==> src/rtl/plcl_pkg.sv <==
// ----------------------------------------------------------------------------
// plcl_pkg
// Shared constants, codes and stage payload types of the piecewise-linear
// curve lookup.
// ----------------------------------------------------------------------------
package plcl_pkg;

  // table geometry
  localparam int NumCurves = 2;
  localparam int NumPoints = 8;

  // field widths
  localparam int CurveW = 1;
  localparam int PointW = 3;
  localparam int ValW   = 24;
  localparam int FracW  = 20;

  // fixed point: 16 fraction bits
  localparam int QBits = 16;
  localparam int QOne  = 1 << QBits;

  // derived widths
  localparam int IdxW  = $clog2(NumPoints);
  localparam int Depth = NumCurves * NumPoints;
  localparam int AddrW = $clog2(Depth);
  localparam int PosW  = FracW + IdxW;          // fraction * (points-1)
  localparam int SegW  = PosW - QBits + 1;      // segment number, room for +1
  localparam int WgtW  = QBits + 1;             // weight in [0, 1.0]
  localparam int MulW  = (ValW + 1) + (WgtW + 1);

  typedef enum logic {
    OpWrite = 1'b0,
    OpEval  = 1'b1
  } op_e;

  // index stage to table stage
  typedef struct packed {
    op_e                    op;
    logic                   wr_ok;
    logic                   curve_ok;
    logic [AddrW-1:0]       wr_addr;
    logic [AddrW-1:0]       lo_addr;
    logic [AddrW-1:0]       hi_addr;
    logic signed [ValW-1:0] value;
    logic [WgtW-1:0]        weight;
  } lookup_t;

  // table stage to blend stages
  typedef struct packed {
    logic signed [ValW-1:0] lo_val;
    logic signed [ValW-1:0] hi_val;
    logic [WgtW-1:0]        weight;
  } pair_t;

endpackage

==> src/rtl/plcl_index.sv <==
// ----------------------------------------------------------------------------
// plcl_index
// Two stages: scale the position by the segment count, then find the
// bracketing points, the in-segment weight and the table addresses.
// ----------------------------------------------------------------------------
module plcl_index (
  input  logic                                  clk_i,
  input  logic                                  rst_ni,
  input  logic                                  valid_i,
  output logic                                  ready_o,
  input  logic [0:0]                            operation_i,
  input  logic [plcl_pkg::CurveW-1:0]           curve_select_i,
  input  logic [plcl_pkg::PointW-1:0]           point_index_i,
  input  logic signed [plcl_pkg::ValW-1:0]      point_value_i,
  input  logic signed [plcl_pkg::FracW-1:0]     fraction_i,
  output logic                                  valid_o,
  input  logic                                  ready_i,
  output plcl_pkg::lookup_t                     item_o
);

  localparam int PosW  = plcl_pkg::PosW;
  localparam int SegW  = plcl_pkg::SegW;
  localparam int IdxW  = plcl_pkg::IdxW;
  localparam int AddrW = plcl_pkg::AddrW;
  localparam int QBits = plcl_pkg::QBits;
  localparam int WgtW  = plcl_pkg::WgtW;

  localparam logic signed [PosW-1:0] LastPos = PosW'(plcl_pkg::NumPoints - 1);
  localparam logic signed [SegW-1:0] LastSeg = SegW'(plcl_pkg::NumPoints - 1);
  localparam logic [IdxW-1:0]        LastIdx = IdxW'(plcl_pkg::NumPoints - 1);
  localparam logic [PosW:0]          QOneW   = (PosW + 1)'(plcl_pkg::QOne);

  function automatic logic [IdxW-1:0] clamp_idx(input logic signed [SegW-1:0] s);
    logic [IdxW-1:0] r;
    if (s[SegW-1]) begin
      r = '0;
    end else if (s > LastSeg) begin
      r = LastIdx;
    end else begin
      r = s[IdxW-1:0];
    end
    return r;
  endfunction

  // stage a registers
  logic                             va_q;
  plcl_pkg::op_e                    op_a_q;
  logic                             cok_a_q, wok_a_q;
  logic [AddrW-1:0]                 base_a_q;
  logic [plcl_pkg::PointW-1:0]      pidx_a_q;
  logic signed [plcl_pkg::ValW-1:0] value_a_q;
  logic signed [PosW-1:0]           pos_a_q;

  // stage a next values
  logic signed [PosW-1:0] frac_x;
  logic signed [PosW-1:0] pos_d;
  logic                   cok_d, wok_d;
  logic [AddrW-1:0]       base_d;

  // stage b
  logic                   vb_q;
  plcl_pkg::lookup_t      item_q, item_d;
  logic signed [SegW-1:0] seg_fl, seg, seg_up;
  logic [IdxW-1:0]        lo, hi;
  logic [PosW:0]          w_full;
  logic [WgtW-1:0]        weight;

  logic ready_a, ready_b;

  assign ready_b = ~vb_q | ready_i;
  assign ready_a = ~va_q | ready_b;
  assign ready_o = ready_a;
  assign valid_o = vb_q;
  assign item_o  = item_q;

  always_comb begin
    frac_x = PosW'(fraction_i);
    pos_d  = frac_x * LastPos;
    cok_d  = int'(curve_select_i) < plcl_pkg::NumCurves;
    wok_d  = cok_d && (int'(point_index_i) < plcl_pkg::NumPoints);
    base_d = AddrW'(int'(curve_select_i) * plcl_pkg::NumPoints);
  end

  // segment truncates toward zero, then both ends clamp to the grid
  always_comb begin
    seg_fl = SegW'(pos_a_q >>> QBits);
    if (pos_a_q[PosW-1] && (|pos_a_q[QBits-1:0])) begin
      seg = seg_fl + SegW'(1);
    end else begin
      seg = seg_fl;
    end
    seg_up = seg + SegW'(1);
    lo     = clamp_idx(seg);
    hi     = clamp_idx(seg_up);

    w_full = {pos_a_q[PosW-1], pos_a_q} - (PosW + 1)'({lo, {QBits{1'b0}}});
    if (w_full[PosW]) begin
      weight = '0;
    end else if (w_full > QOneW) begin
      weight = WgtW'(plcl_pkg::QOne);
    end else begin
      weight = w_full[WgtW-1:0];
    end

    item_d.op       = op_a_q;
    item_d.wr_ok    = wok_a_q;
    item_d.curve_ok = cok_a_q;
    item_d.wr_addr  = base_a_q + AddrW'(pidx_a_q);
    item_d.lo_addr  = base_a_q + AddrW'(lo);
    item_d.hi_addr  = base_a_q + AddrW'(hi);
    item_d.value    = value_a_q;
    item_d.weight   = weight;
  end

  always_ff @(posedge clk_i or negedge rst_ni) begin
    if (!rst_ni) begin
      va_q <= 1'b0;
      vb_q <= 1'b0;
    end else begin
      if (ready_a) begin
        va_q <= valid_i;
      end
      if (ready_b) begin
        vb_q <= va_q;
      end
    end
  end

  always_ff @(posedge clk_i) begin
    if (ready_a && valid_i) begin
      op_a_q    <= plcl_pkg::op_e'(operation_i);
      cok_a_q   <= cok_d;
      wok_a_q   <= wok_d;
      base_a_q  <= base_d;
      pidx_a_q  <= point_index_i;
      value_a_q <= point_value_i;
      pos_a_q   <= pos_d;
    end
    if (ready_b && va_q) begin
      item_q <= item_d;
    end
  end

endmodule

==> src/rtl/plcl_table.sv <==
// ----------------------------------------------------------------------------
// plcl_table
// Point table: one write or two registered reads per transfer, with a
// valid bit per entry so unwritten points read as zero.
// ----------------------------------------------------------------------------
module plcl_table (
  input  logic              clk_i,
  input  logic              rst_ni,
  input  logic              valid_i,
  output logic              ready_o,
  input  plcl_pkg::lookup_t item_i,
  output logic              valid_o,
  input  logic              ready_i,
  output plcl_pkg::pair_t   pair_o
);

  localparam int ValW  = plcl_pkg::ValW;
  localparam int Depth = plcl_pkg::Depth;

  logic [ValW-1:0]           mem_q [Depth];
  logic [Depth-1:0]          vld_q;
  logic                      vc_q;
  logic [ValW-1:0]           lo_q, hi_q;
  logic                      vld_lo_q, vld_hi_q, cok_q;
  logic [plcl_pkg::WgtW-1:0] weight_q;

  logic xfer, do_wr, do_rd;

  assign ready_o = ~vc_q | ready_i;
  assign xfer    = valid_i & ready_o;
  assign do_wr   = xfer && (item_i.op == plcl_pkg::OpWrite) && item_i.wr_ok;
  assign do_rd   = xfer && (item_i.op == plcl_pkg::OpEval);
  assign valid_o = vc_q;

  always_comb begin
    pair_o.lo_val = (vld_lo_q && cok_q) ? $signed(lo_q) : '0;
    pair_o.hi_val = (vld_hi_q && cok_q) ? $signed(hi_q) : '0;
    pair_o.weight = weight_q;
  end

  // write items leave the pipeline here
  always_ff @(posedge clk_i or negedge rst_ni) begin
    if (!rst_ni) begin
      vc_q  <= 1'b0;
      vld_q <= '0;
    end else begin
      if (ready_o) begin
        vc_q <= valid_i && (item_i.op == plcl_pkg::OpEval);
      end
      if (do_wr) begin
        vld_q[item_i.wr_addr] <= 1'b1;
      end
    end
  end

  always_ff @(posedge clk_i) begin
    if (do_wr) begin
      mem_q[item_i.wr_addr] <= item_i.value;
    end
    if (do_rd) begin
      lo_q     <= mem_q[item_i.lo_addr];
      hi_q     <= mem_q[item_i.hi_addr];
      vld_lo_q <= vld_q[item_i.lo_addr];
      vld_hi_q <= vld_q[item_i.hi_addr];
      cok_q    <= item_i.curve_ok;
      weight_q <= item_i.weight;
    end
  end

endmodule

==> src/rtl/plcl_blend.sv <==
// ----------------------------------------------------------------------------
// plcl_blend
// Two stages: weighted difference of the bracketing points, then the
// rounded sum that forms the output register.
// ----------------------------------------------------------------------------
module plcl_blend (
  input  logic                             clk_i,
  input  logic                             rst_ni,
  input  logic                             valid_i,
  output logic                             ready_o,
  input  plcl_pkg::pair_t                  pair_i,
  output logic                             valid_o,
  input  logic                             ready_i,
  output logic signed [plcl_pkg::ValW-1:0] curve_value_o
);

  localparam int ValW  = plcl_pkg::ValW;
  localparam int MulW  = plcl_pkg::MulW;
  localparam int QBits = plcl_pkg::QBits;

  localparam logic signed [MulW-1:0] Half = MulW'(plcl_pkg::QOne / 2);

  logic                   vd_q, ve_q;
  logic signed [ValW-1:0] lo_d_q;
  logic signed [MulW-1:0] prod_q, prod_d;
  logic signed [ValW-1:0] res_q, res_d;

  logic signed [ValW:0]   diff;
  logic signed [MulW-1:0] diff_x, wgt_x, sum;
  logic                   ready_d, ready_e;

  assign ready_e       = ~ve_q | ready_i;
  assign ready_d       = ~vd_q | ready_e;
  assign ready_o       = ready_d;
  assign valid_o       = ve_q;
  assign curve_value_o = res_q;

  always_comb begin
    diff   = (ValW + 1)'(pair_i.hi_val) - (ValW + 1)'(pair_i.lo_val);
    diff_x = MulW'(diff);
    wgt_x  = MulW'({1'b0, pair_i.weight});
    prod_d = diff_x * wgt_x;
  end

  // round to nearest, ties toward plus infinity
  always_comb begin
    sum   = prod_q + Half;
    res_d = lo_d_q + ValW'(sum >>> QBits);
  end

  always_ff @(posedge clk_i or negedge rst_ni) begin
    if (!rst_ni) begin
      vd_q <= 1'b0;
      ve_q <= 1'b0;
    end else begin
      if (ready_d) begin
        vd_q <= valid_i;
      end
      if (ready_e) begin
        ve_q <= vd_q;
      end
    end
  end

  always_ff @(posedge clk_i) begin
    if (ready_d && valid_i) begin
      lo_d_q <= pair_i.lo_val;
      prod_q <= prod_d;
    end
    if (ready_e && vd_q) begin
      res_q <= res_d;
    end
  end

endmodule

==> src/rtl/piecewise_linear_curve_lookup.sv <==
// pipeline: an evaluate result is registered in five register stages on its way
//   from the input transfer to the result output
// throughput: one item per cycle when not stalled; each stage holds one item and
//   moves on when the stage after it is empty or moving, so bubbles are squeezed
// write items update the point table in the third stage and produce no result
// reset: asynchronous, active low; clears all stage valids and the per-point
//   valid bits, so every point reads as zero until written
// ----------------------------------------------------------------------------
// piecewise_linear_curve_lookup
// Uniform-grid linear interpolation over a small table of sampled curves.
// ----------------------------------------------------------------------------
module piecewise_linear_curve_lookup (
  input  logic                                  clk_i,
  input  logic                                  rst_ni,
  // input items
  input  logic                                  in_valid_i,
  output logic                                  in_ready_o,
  input  logic [0:0]                            operation_i,
  input  logic [plcl_pkg::CurveW-1:0]           curve_select_i,
  input  logic [plcl_pkg::PointW-1:0]           point_index_i,
  input  logic signed [plcl_pkg::ValW-1:0]      point_value_i,
  input  logic signed [plcl_pkg::FracW-1:0]     fraction_i,
  // results
  output logic                                  out_valid_o,
  input  logic                                  out_ready_i,
  output logic signed [plcl_pkg::ValW-1:0]      curve_value_o
);

  // index -> table
  logic              idx_valid, idx_ready;
  plcl_pkg::lookup_t idx_item;

  // table -> blend
  logic              tab_valid, tab_ready;
  plcl_pkg::pair_t   tab_pair;

  // stages 1-2: position scaling, segment search, clamping, addresses
  plcl_index u_index (
    .clk_i          (clk_i),
    .rst_ni         (rst_ni),
    .valid_i        (in_valid_i),
    .ready_o        (in_ready_o),
    .operation_i    (operation_i),
    .curve_select_i (curve_select_i),
    .point_index_i  (point_index_i),
    .point_value_i  (point_value_i),
    .fraction_i     (fraction_i),
    .valid_o        (idx_valid),
    .ready_i        (idx_ready),
    .item_o         (idx_item)
  );

  // stage 3: table write, or read of both bracketing points; writes and reads
  // happen in transfer order at this one stage, so a later evaluate always
  // sees every earlier write
  plcl_table u_table (
    .clk_i   (clk_i),
    .rst_ni  (rst_ni),
    .valid_i (idx_valid),
    .ready_o (idx_ready),
    .item_i  (idx_item),
    .valid_o (tab_valid),
    .ready_i (tab_ready),
    .pair_o  (tab_pair)
  );

  // stages 4-5: multiply the difference by the weight, round and add
  plcl_blend u_blend (
    .clk_i         (clk_i),
    .rst_ni        (rst_ni),
    .valid_i       (tab_valid),
    .ready_o       (tab_ready),
    .pair_i        (tab_pair),
    .valid_o       (out_valid_o),
    .ready_i       (out_ready_i),
    .curve_value_o (curve_value_o)
  );

endmodule
==> config.mk <==
export PLATFORM = sky130hd
export DESIGN_NAME = piecewise_linear_curve_lookup
export DESIGN_NICKNAME = d
export VERILOG_FILES = /design/src/rtl/plcl_pkg.sv /design/src/rtl/plcl_index.sv /design/src/rtl/plcl_table.sv /design/src/rtl/plcl_blend.sv /design/src/rtl/piecewise_linear_curve_lookup.sv
export SDC_FILE = /design/constraint.sdc
export NUM_CORES = 2
export LEC_CHECK = 0
export ABC_AREA = 1
export BUFFER_PORTS_ARGS = -buffer_cell sky130_fd_sc_hd__buf_2
export CORE_MARGIN = 5
export CORE_UTILIZATION = 40
export CTS_CLUSTER_DIAMETER = 80
export CTS_CLUSTER_SIZE = 30
export DETAILED_ROUTE_END_ITERATION = 7
export GPL_ROUTABILITY_DRIVEN = 0
export PLACE_DENSITY = 0.68
export SYNTH_ARGS = -nofsm -noshare
export SYNTH_HDL_FRONTEND = slang
export SYNTH_SLANG_ARGS = --single-unit
==> constraint.sdc <==
create_clock -name clk_i -period 6.82 [get_ports clk_i]
set_input_delay 0.682 -clock clk_i [delete_from_list [all_inputs] [get_ports clk_i]]
set_output_delay 0.682 -clock clk_i [all_outputs]
set_load 0.1 [all_outputs]
Yosys cells after proc, flatten, opt, wreduce, memory -nomap -nowiden
Memories as Yosys holds them, arrays and structs flattened. A register that Yosys moved wholly into a read port is not among the register bits.
Index checks and enable logic that the tools add are counted.
Storage, ports and cells
  word-level logic and storage cells: 83
  RAM bits: 384
  memories: 1
  flip-flop bits (word level): 234
  input bits: 53
Operators by class
  muxes and demuxes: 16
  bitwise operators: 13
  magnitude comparators: 7
  reduce and logical (&&, ||, !) cells: 11
  add/subtract/negate cells: 9
  $mul: 2
Memories
  u_table.mem_q: depth 16, width 24, read ports 2, clocked after Yosys merged registers in 2, wr ports 1, line plcl_table.sv:20  | logic [ValW-1:0] mem_q [Depth];
Operators by type and width (number)
  $mux 24: 2
  $add 40x17->40 const B: 1
  $mul 25x18->40: 1
  $sub 24x24->25: 1
  $add 24x24->24: 1
  $gt 24x17->1 const B: 1
  $sub 23x20->24: 1
  $mul 20x4->23 const B: 1
  $mux 17: 1
  $gt 8x4->1 const B: 2
  $or 16x16->16: 1
  $reduce_or 16->1: 1
  $lt 4x5->1 const B: 3
  $add 4x3->4: 3
  $mux 3: 4
  $logic_and 1x1->1: 9
  $add 7x2->8 const B: 1
  $add 8x2->8 const B: 1
  $bmux 1 s4: 2
  $mux 8: 1
  $not 1->1: 6
  $mux 1: 5
  $or 1x1->1: 5
  $demux 1 s4: 1
  3 further kinds: 3

Logic depth before layout (Yosys ltp)
  depth after elaboration: 9
  depth in mapped cells: 41
  gate-level depth less buffers: 39

Cells and area by module
From an unflattened synthesis, not the netlist that was laid out.
Second synthesis, totals
  cells, all modules: 5782
  area total of the unflattened synthesis: 50034.2 um2
Modules (own cells, without submodules)
  plcl_table: times used 1, cells an instance 2744, seq. area each 13998.4 um2, area an instance 23751.5 um2
  plcl_blend: times used 1, cells an instance 2478, seq. area each 2242.2 um2, area an instance 20263.2 um2
  plcl_index: times used 1, cells an instance 560, seq. area each 3173.0 um2, area an instance 6019.5 um2

Worst setup path after synthesis
OpenSTA, ideal clock, no wires.
  kind: reg-to-reg
  start point: reg u_table.vld_lo_q
  end point: reg u_blend.prod_q[38], data pin
  buffers on the path: 1
  cell stages (with the launch flop): 31
  period minus slack after synthesis: 7255 ps
  slack: -435 ps
  data arrival time: 6997 ps
  data required time: 6562 ps
  path through: edfxtp_1 clkbuf_1 nand2_1 inv_1 ha_1 fa_1 nor2_2 nor2_2 o21ai_1 nand2_1 nand4_1 nand2_2 inv_2 nand2_1 fa_1 fa_1 inv_1 fa_1 fa_1 fa_1 inv_1 fa_1 inv_1 ha_1 nand2_1 nor2_1 inv_1 nor4_1 nand3_1 nand3_1 xor2_1
RTL lines
  start: declaration: line plcl_table.sv:24  | logic vld_lo_q, vld_hi_q, cok_q;
  start signal: assignment: line plcl_table.sv:63  | vld_lo_q <= vld_q[item_i.lo_addr];
  end signal: assignment: line plcl_blend.sv:68  | prod_q <= prod_d;
  end: declaration: line plcl_blend.sv:25  | logic signed [MulW-1:0] prod_q, prod_d;

Worst setup path in the final report
  start point: reg u_table.vld_hi_q
  end point: reg u_blend.prod_q[39], data pin
On the way
  word-level cells in the longest chain between the ends: 3
RTL lines
  start: declaration: line plcl_table.sv:24
  start signal: assignment: line plcl_table.sv:64  | vld_hi_q <= vld_q[item_i.hi_addr];
  $mux 24: line plcl_table.sv:37  | pair_o.hi_val = (vld_hi_q && cok_q) ? $signed(hi_q) : '0;
  $sub 24x24->25: line plcl_blend.sv:39  | diff = (ValW + 1)'(pair_i.hi_val) - (ValW + 1)'(pair_i.lo_val);
  $mul 25x18->40: line plcl_blend.sv:42  | prod_d = diff_x * wgt_x;
  named net u_blend.prod_d[39]: line plcl_blend.sv:25
The timed path passes the listed nets, and every way through them passes these cells.
A chain may end at the register's enable or synchronous reset.

==> impl_metrics.csv <==
group,metric,value,unit
outcome,status,"complete, but fails checks",
outcome,violations,"setup timing",
drt,drc,0,
worst_setup_path,required,7.19,ns
drt,drt_iter0_drc,3582,
sta,setup_violations,25,
drt,wire_per_inst,19.0,µm
drt,via_per_inst,5.36,
global_route,grt.overflow.total,0,
sta,rsz0062_at_grt,"true",
sta,min_period,7.42,ns
worst_setup_path,cp.arrival,7.79,ns
sta,tightest_slew,1.26,ns
run,max_cap_viol_count,0,
synthesis,synth-seq-cells,649,
clock_network,clock_path_buffers,3,
synthesis,synthTopCellsByArea,"edfxtp_1, fa_1, inv_1",
floorplanning,core,0.118,mm²
worst_setup_path,slowest_stage,"fa_1",
min_path,hp-class,"primary input to register",
synthesis,synth.top_cell.area_share,0.397,
clock_network,cts_tree,"done",
clock_network,clkTransAtPathRegs,0.11,ns
cells_and_area,final_common_cell,"inv_1",
synthesis,async_flop_share,0.0324,
worst_setup_path,critical_path_class,"register to register",
place,io_buffers,78,
synthesis,synth_ff_type,"edfxtp_1",
global_route,grt_pass1_wl,201,mm
floorplanning,ios,79,
drt,final_antenna_net_count,0,
sta,final-max-slew-violation-count,0,
cells_and_area,final_cell_mix,"inv_1, nand2_1, edfxtp_1",
synthesis,yosys.cell_types.count,56,
worst_setup_path,critPathLaunchType,"register",
drt,vias,37400,
synthesis,avgSynthCellArea,9.37,µm²
clock_network,htree_levels,2,
worst_setup_path,cp_common_cell,"fa_1",
worst_setup_path,slowest_delay,0.52,ns
sta,max_slew_margin,0.157,
cells_and_area,layout-drive-gt1-share,0.185,
clock_network,worstSkewPairLatency,0.63,ns
synthesis,yosys.area.top_type,"edfxtp_1",
synthesis,syn_nets,5729,
synthesis,ys_warn_count,0,
synthesis,netlist_area,0.0475,mm²
synthesis,ys_seq_area_frac,0.408,
sta,worst_slack,-0.603,ns
worst_setup_path,cp-end-kind,"register",
clock_network,cts_root_buffer,"clkbuf_16",
global_route,antenna_found_initial,4,
floorplanning,start_util,0.403,
drt,first_pass_iters,6,
floorplanning,die_area,0.126,mm²
global_route,grt_use_total,0.202,
cells_and_area,area_growth_syn_to_layout,17.5,%
sta,fmax,135,MHz
sta,finClkSkew,0.0375,ns
global_route,grt_start_max_net_pins,217,
sta,whs,0.222,ns
synthesis,synthCells,5074,
place,hpwl,93.5,mm
clock_network,cts_sinks,649,
global_route,grt_pass1_vias,36500,
floorplanning,rows,126,
synthesis,synth-edff-count,628,
sta,period_share,1.09,
floorplanning,die_width,355,µm
clock_network,numCtsBuffers,35,
drt,wl,133,mm
floorplanning,die_height,355,µm
worst_setup_path,crit_fanout,7,
sta,hold_viol,0,
cells_and_area,nets,6068,
## layer usage
layer	share of wire	global-route usage	up-vias
li1	-	-	17200
met1	0.39	0.262	18100
met2	0.47	0.339	1706
met3	0.087	0.0342	380
met4	0.046	0.0766	2
met5	0.00014	0	-
## path summary, 6_finish.rpt
path | start | end | slack (ns) | depth (start not counted)
max in group asynchronous | rst_ni | u_table.vld_q[10]$_DFFE_PN0P_ | 5.92 | 2
hold reg to reg | u_index.value_a_q[7]$_DFFE_PP_ | u_index.item_o[24]$_DFFE_PP_ | 0.42 | 0
setup reg to reg | u_table.vld_hi_q$_DFFE_PP_ | u_blend.prod_q[39]$_DFFE_PP_ | -0.60 | 39
setup / recovery | u_table.vld_hi_q$_DFFE_PP_ | u_blend.prod_q[39]$_DFFE_PP_ | -0.60 | 39
min in group asynchronous | rst_ni | u_table.vld_q[1]$_DFFE_PN0P_ | 0.54 | 2
hold / removal | curve_select_i | u_index.base_a_q[3]$_DFFE_PP_ | 0.22 | 1
## registers in the layout (all words and copies together), names as in the netlist
| name | count |
|---|---|
| u_index.item_o | 52 |
| u_table.hi_q | 24 |
| u_table.vld_lo_q | 1 |
| u_index.pidx_a_q | 3 |
| u_table.weight_q | 17 |
| u_index.op_a_q | 1 |
| u_blend.curve_value_o | 24 |
| u_table.vld_hi_q | 1 |
| u_index.base_a_q | 1 |
| u_blend.lo_d_q | 24 |
| u_blend.prod_q | 25 |
| u_table.vld_q | 16 |
| u_blend.vd_q | 1 |
| u_index.value_a_q | 24 |
| u_index.va_q | 1 |
| u_index.pos_a_q | 23 |
| u_index.valid_o | 1 |
| u_table.lo_q | 24 |
| u_table.valid_o | 1 |
| u_blend.valid_o | 1 |
| u_table.mem_q | 384 |
## synthesized netlist by cell type (12+ instances only)
library cell and n:
or2_2 32, o21ai_0 366, a21o_1 15, o21bai_1 12, clkbuf_1 203, dfrtp_1 21, xnor2_1 39, nand3_1 269
a21oi_1 416, o221ai_1 56, xor2_1 72, inv_1 982, nand2_1 749, nand4_1 19, edfxtp_1 628, ha_1 187
nor2_1 353, o211ai_1 95, buf_1 14, fa_1 415, nor2_2 17, nor3_1 18
## worst max-delay path: cells and delay by family (launching register included)
kind | cells | cell delay, ns
fa+ha+maj | 8 | 3.40
flops | 1 | 0.39
compound gates | 8 | 1.35
buf+inv | 10 | 0.89
simple gates | 13 | 1.11
## repair_timing
action,in CTS,in global routing
buffers inserted,19,29
hold buffers,1,0
gates cloned,1,4
setup endpoints to repair,25,25
pin swaps,51,98
endpoints found under the hold margin,15,0
resized for setup,156,257
## through the flow
stage	cell area [µm²]	setup TNS, ns	util	instances	setup slack (ns)
finish	55900	-9.97	0.473	6972	-0.603
CTS	54600	-8.68	0.463	6939	-0.555
detailed placement	52500	-15.92	0.444	6859	-0.764
floorplan	47800	-0.167	-	5074	-0.0635
global route	55900	-16.14	0.473	6971	-0.861
global placement	52500	-13.37	0.444	6859	-0.672
## logic make-up (layout without fill, tap and decap cells)
group | count (synthesis) | after routing | synth area share
fa+ha+maj | 602 | 602 | 0.224
simple gates | 1490 | 1490 | 0.131
xor+xnor | 115 | 115 | 0.0221
buf+inv | 1221 | 1582 | 0.0970
compound gates | 997 | 997 | 0.118
flops | 649 | 649 | 0.408
other cells | 0 | 1 | 0
## final cells by class
| cell class | instances | area, µm² |
|---|---|---|
| Tap cell | 1536 | 1920 |
| Fill cell | 10500 | 62200 |
| Sequential cell | 649 | 19400 |
| Clock buffer | 38 | 887 |
| Inverter | 994 | 3760 |
| Timing Repair Buffer | 529 | 4130 |
| Antenna cell | 1 | 2.50 |
| Multi-Input combinational cell | 3204 | 25400 |
| Clock inverter | 21 | 375 |
Power is not shown: default switching activity piles up to over one toggle a cycle in this logic, so the estimate is an artifact.
